==> src/hdl/cbd_pkg.sv <==
// Shared types and constants for the counting Bloom discriminator.
package cbd_pkg;

  localparam int NEURON_W   = 6;
  localparam int HASH_W     = 10;
  localparam int RESP_W     = 7;
  localparam int BLEACH_W   = 8;
  localparam int MAX_HASHES = 3;
  localparam int HASH_SEL_W = 2;

  localparam logic [RESP_W-1:0] RESP_MAX = 7'd127;

  localparam logic ACTION_TRAIN = 1'b0;
  localparam logic ACTION_RANK  = 1'b1;

  localparam logic [HASH_SEL_W-1:0] HASH_A = 2'd0;
  localparam logic [HASH_SEL_W-1:0] HASH_B = 2'd1;
  localparam logic [HASH_SEL_W-1:0] HASH_C = 2'd2;

  typedef struct packed {
    logic                action;
    logic [NEURON_W-1:0] neuron_index;
    logic [HASH_W-1:0]   hash_index_a;
    logic [HASH_W-1:0]   hash_index_b;
    logic [HASH_W-1:0]   hash_index_c;
    logic                last_neuron;
  } in_item_t;

  typedef struct packed {
    logic [RESP_W-1:0] response_count;
  } out_item_t;

  typedef logic [BLEACH_W-1:0] bleach_t;

  typedef struct packed {
    logic                  clear_wr;
    logic                  load;
    logic                  rd_issue;
    logic                  update;
    logic                  finish;
    logic [HASH_SEL_W-1:0] hash_sel;
  } ctrl_cmd_t;

  typedef struct packed {
    logic clear_last;
    logic last;
    logic out_free;
  } ctrl_status_t;

endpackage

==> src/hdl/cbd_ctrl.sv <==
// Sequencer: clear sweep, then per item one read/update pair per hash and a finish step.
module cbd_ctrl #(
  parameter int NUM_HASHES = 3
) (
  input  logic                  clk,
  input  logic                  rst_n,
  input  logic                  in_valid,
  output logic                  in_ready,
  output cbd_pkg::ctrl_cmd_t    cmd,
  input  cbd_pkg::ctrl_status_t status
);
  typedef enum logic [2:0] {
    ST_CLEAR,
    ST_IDLE,
    ST_READ,
    ST_UPDATE,
    ST_FINISH
  } state_t;

  state_t                            state_r, state_nxt;
  logic [cbd_pkg::HASH_SEL_W-1:0]    hash_r, hash_nxt;
  logic                              in_ready_r;

  always_comb begin
    state_nxt    = state_r;
    hash_nxt     = hash_r;
    cmd          = '0;
    cmd.hash_sel = hash_r;
    case (state_r)
      ST_CLEAR: begin
        cmd.clear_wr = 1'b1;
        if (status.clear_last) begin
          state_nxt = ST_IDLE;
        end
      end
      ST_IDLE: begin
        if (in_valid) begin
          cmd.load  = 1'b1;
          hash_nxt  = '0;
          state_nxt = ST_READ;
        end
      end
      ST_READ: begin
        cmd.rd_issue = 1'b1;
        state_nxt    = ST_UPDATE;
      end
      ST_UPDATE: begin
        cmd.update = 1'b1;
        if (hash_r == cbd_pkg::HASH_SEL_W'(NUM_HASHES - 1)) begin
          state_nxt = ST_FINISH;
        end else begin
          hash_nxt  = hash_r + 1'b1;
          state_nxt = ST_READ;
        end
      end
      ST_FINISH: begin
        // a marked item waits for room in the output register
        if (!status.last || status.out_free) begin
          cmd.finish = 1'b1;
          state_nxt  = ST_IDLE;
        end
      end
      default: begin
        state_nxt = ST_CLEAR;
      end
    endcase
  end

  always_ff @(posedge clk) begin
    if (!rst_n) begin
      state_r    <= ST_CLEAR;
      hash_r     <= '0;
      in_ready_r <= 1'b0;
    end else begin
      state_r    <= state_nxt;
      hash_r     <= hash_nxt;
      in_ready_r <= (state_nxt == ST_IDLE);
    end
  end

  assign in_ready = in_ready_r;

`ifndef SYNTH
  a_ready_only_idle: assert property (@(posedge clk) disable iff (!rst_n)
    in_ready_r |-> state_r == ST_IDLE)
    else $error("in_ready high outside idle");
  a_accept_starts: assert property (@(posedge clk) disable iff (!rst_n)
    (state_r == ST_IDLE && in_valid) |=> (state_r == ST_READ && hash_r == '0))
    else $error("accepted transaction did not start at first hash");
  a_hash_range: assert property (@(posedge clk) disable iff (!rst_n)
    32'(hash_r) < NUM_HASHES)
    else $error("hash select out of range");
  a_finish_holds: assert property (@(posedge clk) disable iff (!rst_n)
    (state_r == ST_FINISH && !cmd.finish) |=> state_r == ST_FINISH)
    else $error("finish step left without delivering result");
`endif
endmodule

==> config.mk <==
export PLATFORM = sky130hd
export DESIGN_NAME = cbd_ctrl
export DESIGN_NICKNAME = d
export VERILOG_FILES = /design/src/hdl/cbd_pkg.sv /design/src/hdl/cbd_ctrl.sv
export SDC_FILE = /design/constraint.sdc
export NUM_CORES = 1
export LEC_CHECK = 0
export CAP_MARGIN = 10
export CORE_AREA = 2 2 39 41
export CTS_CLUSTER_DIAMETER = 120
export DETAILED_ROUTE_END_ITERATION = 12
export DIE_AREA = 0 0 41 43
export DONT_BUFFER_PORTS = 1
export SYNTH_ARGS = -nofsm -noshare
export SYNTH_HDL_FRONTEND = slang
export SYNTH_SLANG_ARGS = --single-unit
export TNS_END_PERCENT = 100
==> constraint.sdc <==
create_clock -name clk -period 2.8 [get_ports clk]
set_clock_uncertainty 0.1 [all_clocks]
set_input_delay 0.84 -clock clk [delete_from_list [all_inputs] [get_ports clk]]
set_output_delay 0.84 -clock clk [all_outputs]
set_load 0.02 [all_outputs]
==> results of run 1 <==
==> logic make-up after synthesis <==
| group | count (synthesis) | synth area share [%] |
|---|---|---|
| simple gates | 23 | 37.1 |
| compound gates | 6 | 12.7 |
| flops | 6 | 30.5 |
| fa+ha+maj | 1 | 3.17 |
| buf+inv | 6 | 11.4 |
| mux | 2 | 5.08 |
==> area by class of cell <==
| class | count | area, sq um | area share (%) |
|---|---|---|---|
| inverters | 3 | 11.3 | 2.74 |
| repair buffers | 1 | 7.51 | 1.83 |
| clock buffers | 3 | 22.5 | 5.49 |
| multi-input cells | 32 | 229 | 55.8 |
| well taps | 16 | 20.0 | 4.88 |
| flip-flops and latches | 6 | 120 | 29.3 |
==> synthesized netlist by cell type <==
master,count,area share (%)
dfxtp_1,6,30
nand2_1,4,3.8
nor3_1,4,5.1
buf_6,3,8.6
and3_1,2,3.2
inv_1,2,1.9
mux2i_1,2,5.1
nand3_1,2,2.5
nor2_1,2,1.9
nor2b_1,2,3.2
o211a_1,2,5.1
a21boi_1,1,1.9
a21oi_1,1,1.3
a22o_1,1,2.2
and2b_2,1,2.2
and3b_1,1,2.2
ha_1,1,3.2
inv_2,1,0.95
nand2b_1,1,1.6
nand3b_1,1,1.9
nor4_4,1,5.4
nor4b_1,1,2.2
o31a_1,1,2.2
or2b_1,1,1.9
==> metrics by stage <==
stage / util [%] / instance area [sq um] / std cells / power, mW
after global placement: 28.0 / 388 / 58 / 0.129
final: 29.7 / 410 / 61 / 0.205
after CTS: 29.7 / 410 / 61 / 0.209
after floorplan: - / 394 / 44 / 0.129
after global routing: 29.7 / 410 / 61 / 0.222
after detailed placement: 28.0 / 388 / 58 / 0.129
==> report_power, final <==
group / internal (mW) / leakage [nW] / switching, mW
Sequential: 0.0897 / 0.0490 / 0.0109
Clock: 0.0483 / 0.0138 / 0.0290
Combinational: 0.0132 / 0.104 / 0.0139
Total: 0.151 / 0.166 / 0.0538
==> per-layer routing <==
layer  up-vias  GRT usage [%]
met2         9           11.6
met3         4           9.95
met5         -              0
met4         0           10.0
li1        158              -
met1       130           15.9
==> sequential cells by signal, summed over array words and instances, names as in the netlist <==
name,count
hash_r,2
state_r,3
in_ready,1
==> path summary, 6_finish.rpt <==
path / end / slack (ns) / cells after the start
hold / removal: hash_r[1] / 0.47 / 2
setup reg to reg: hash_r[0] / 1.25 / 5
hold reg to reg: hash_r[1] / 0.47 / 2
setup / recovery: cmd[5] / 0.53 / 2
==> impl_metrics.tcl, run 1 <==
set metrics [dict create \
    status "finished clean" \
    die_area_sq_um 1760 \
    setup_tns_ns 0 \
    cp-end-kind "output port" \
    fin_nets 54 \
    slew_headroom_pct 57.5 \
    grt_pass1_vias 261 \
    grt_max_degree 15 \
    cp.arrival_ns 1.33 \
    antenna_found_initial 0 \
    powerDensity_nw_per_um2 500 \
    ir_drop_mv 0.248 \
    cts-hold-fix-buffers 0 \
    diodes 0 \
    initial_core_util_pct 28.5 \
    dr_wl_met2_um 321 \
    htree_levels 1 \
    worst_pin_slew_ns 0.632 \
    cp_slowest_stage_delay_ns 0.31 \
    synth.avg_cell_area_sq_um 8.96 \
    rsz0062_at_grt "no" \
    hold_viol 0 \
    dr_wl_met3_um 77 \
    areaGrowthSynthToFinish_pct 4.13 \
    crit_path_max_fanout 3 \
    yosys_register_bits 6 \
    yosys_warnings 0 \
    grt_first_pass_wirelength_um 1260 \
    rows 14 \
    fp.coreArea_sq_um 1380 \
    grt_usage_pct 12.1 \
    clkTransAtPathRegs_ns 0.04 \
    final_common_cell "dfxtp_1" \
    top_layer "met4" \
    slew_violations 0 \
    clkLatencyLatePin_ns 0.24 \
    grt_overflow 0 \
    fin_crit_sh_pct 81.1 \
    portBuffers 0 \
    cts-buffers-inserted 3 \
    maxCapViolCount 0 \
    yosysUniqueCellTypes 24 \
    crit_family "simple AND/OR/NAND/NOR gates" \
    crit_slowest_cell "and3_1" \
    setup_violations 0 \
    ys_seq_area_share_pct 30.5 \
    cts_tree "built" \
    via_count 301 \
    fmax_mhz 440 \
    routedWlPerCell_um 12.3 \
    criticalPathCategory "in2out" \
    drc 0 \
    most-common-layout-cells "dfxtp_1 (6), nor3_1 (4), nand2_1 (4)" \
    crit_buf_inv 0 \
    crit_required_ns 1.86 \
    post-cts-setup-buffer-count 0 \
    path_cells "nor2b_1 -> and3_1" \
    hpwl_um 559 \
    drive_gt1_share_pct 15.6 \
    syn_inst 44 \
    fp.dieH_um 43 \
    cts_resized 0 \
    hp-class "reg2reg" \
    p_leak_nw 0.166 \
    ctsRootBufferMaster "clkbuf_4" \
    drtPass1Iterations 2 \
    syn_area_sq_um 394 \
    ant_nets 0 \
    min_from "hash_r[1]" \
    drt_wl_total_um 748 \
    fillers 151 \
    holdWs_ns 0.469 \
    period_minus_slack_ns 2.27 \
    r2r_start "hash_r[0]" \
    synth_nets 51 \
    crit_start "in_valid" \
    startpoint_type "primary input" \
    boundaryPins 14 \
    fp.dieW_um 41 \
    clock_path_buffers 2 \
    viasPerCell 4.93 \
    clock_sinks 6 \
    setup_slack_ns 0.530 \
    drt_iter0_drc 8 \
    gp_congestion 0.662 \
    pre_cts_ws_ns 0.519 \
    met1_length_um 325 \
]
No activity file was read; power rests on OpenSTA's default activity.
==> run 2, diff against run 1 <==
clock period = 2.15 ns   (was 2.8 ns; I/O delays follow)
==> impl_metrics.tcl, run 2 (synthesis gave the netlist of run 1 again) <==
set metrics [dict create \
    ctsRootBufferMaster "clkbuf_4" \
    drtPass1Iterations 4 \
    ir_drop_mv 0.203 \
    diodes 0 \
    rows 14 \
    multiInputGateArea_sq_um 229 \
    grt_first_pass_wirelength_um 1220 \
    cp.arrival_ns 1.30 \
    initial_core_util_pct 28.5 \
    reg2reg_slack_ns 0.59 \
    crit_slowest_cell "dfxtp_1" \
    status "finished clean" \
    cp_slowest_stage_delay_ns 0.47 \
    grt_usage_pct 11.7 \
    post-cts-setup-buffer-count 0 \
    viasPerCell 5.24 \
    ant_nets 0 \
    cts_resized 0 \
    most-common-layout-cells "dfxtp_1 (6), nor3_1 (4), nand2_1 (4)" \
    final-seq-area_sq_um 120 \
    regMostFlops "state_r" \
    path_cells "inv_2 -> nor4_4" \
    startpoint_type "flip-flop" \
    fin_crit_sh_pct 94.9 \
    criticalPathCategory "reg2out" \
    fin_nets 55 \
    clock_path_buffers 2 \
    p_leak_nw 0.171 \
    period_minus_slack_ns 2.04 \
    cts-hold-fix-buffers 0 \
    crit_buf_inv 1 \
    setup_slack_ns 0.109 \
    maxCapViolCount 0 \
    fillers 151 \
    hp-class "in2reg" \
    clock_sinks 6 \
    setup_violations 0 \
    clkLatencyLatePin_ns 0.25 \
    gp_congestion 0.708 \
    drc 0 \
    total_power_mw 0.277 \
    drive_gt1_share_pct 17.4 \
    fmax_mhz 490 \
    areaGrowthSynthToFinish_pct 6.03 \
    routedWlPerCell_um 12.7 \
    crit_required_ns 1.40 \
    portBuffers 0 \
    cts-buffers-inserted 3 \
    fp.dieW_um 41 \
    drt_iter0_drc 6 \
    via_count 325 \
    die_area_sq_um 1760 \
    rsz0062_at_grt "no" \
    drt_wl_total_um 785 \
    htree_levels 1 \
    final_common_cell "dfxtp_1" \
    fp.dieH_um 43 \
    largest_register_ff_count 3 \
    hpwl_um 568 \
    fp.coreArea_sq_um 1380 \
    cp-end-kind "output port" \
    boundaryPins 14 \
    grt_overflow 0 \
    antenna_found_initial 0 \
    slew_headroom_pct 69.0 \
    grt_max_degree 15 \
    grt_pass1_vias 257 \
    setup_tns_ns 0 \
    pre_cts_ws_ns 0.254 \
    worst_pin_slew_ns 0.464 \
    crit_path_max_fanout 8 \
    slew_violations 0 \
    hold_viol 0 \
    crit_family "flip-flops" \
    clkTransAtPathRegs_ns 0.05 \
    powerDensity_nw_per_um2 663 \
    cts_tree "built" \
]
==> run 2: cell count changes in the layout (fill, tap and decap cells not counted) <==
cell   before  now
buf_4       1    2
==> run 2: path summary, 6_finish.rpt <==
kind         startpoint    endpoint  cells after the start
max          state_r[2]      cmd[2]                      2
min               rst_n  state_r[0]                      1
max reg2reg   hash_r[0]   hash_r[0]                      5
min reg2reg   hash_r[0]   hash_r[0]                      2
==> run 2: stage by stage <==
stage               cell area [sq um]  util, %  std cells  hold slack (ns)
floorplan                         394        -         44            0.442
global placement                  395     28.6         59            0.456
detailed placement                395     28.6         59            0.469
CTS                               418     30.2         62            0.419
global route                      418     30.2         62            0.403
finish                            418     30.2         62            0.424
==> run 2: where the power goes <==
group          switching [mW]  internal [mW]  total [mW]
clock                  0.0437         0.0634       0.107
sequential             0.0146          0.117       0.131
combinational          0.0188         0.0203      0.0390
total                  0.0770          0.200       0.277
==> run 2: layout make-up <==
cell class	instances	area share [%]
tap	16	4.79
inverter	3	2.69
timing repair buffer	2	3.59
clock buffer	3	5.39
sequential	6	28.7
multi-input combinational	32	54.8
==> run 2: routing by layer <==
layer / GRT usage, % / part of all wire, % / up-vias
met3: 8.38 / 9.3 / 2
met2: 13.1 / 45 / 15
met4: 10.0 / 0.89 / 0
li1: - / - / 159
met5: 0 / 0 / -
met1: 13.9 / 44 / 149
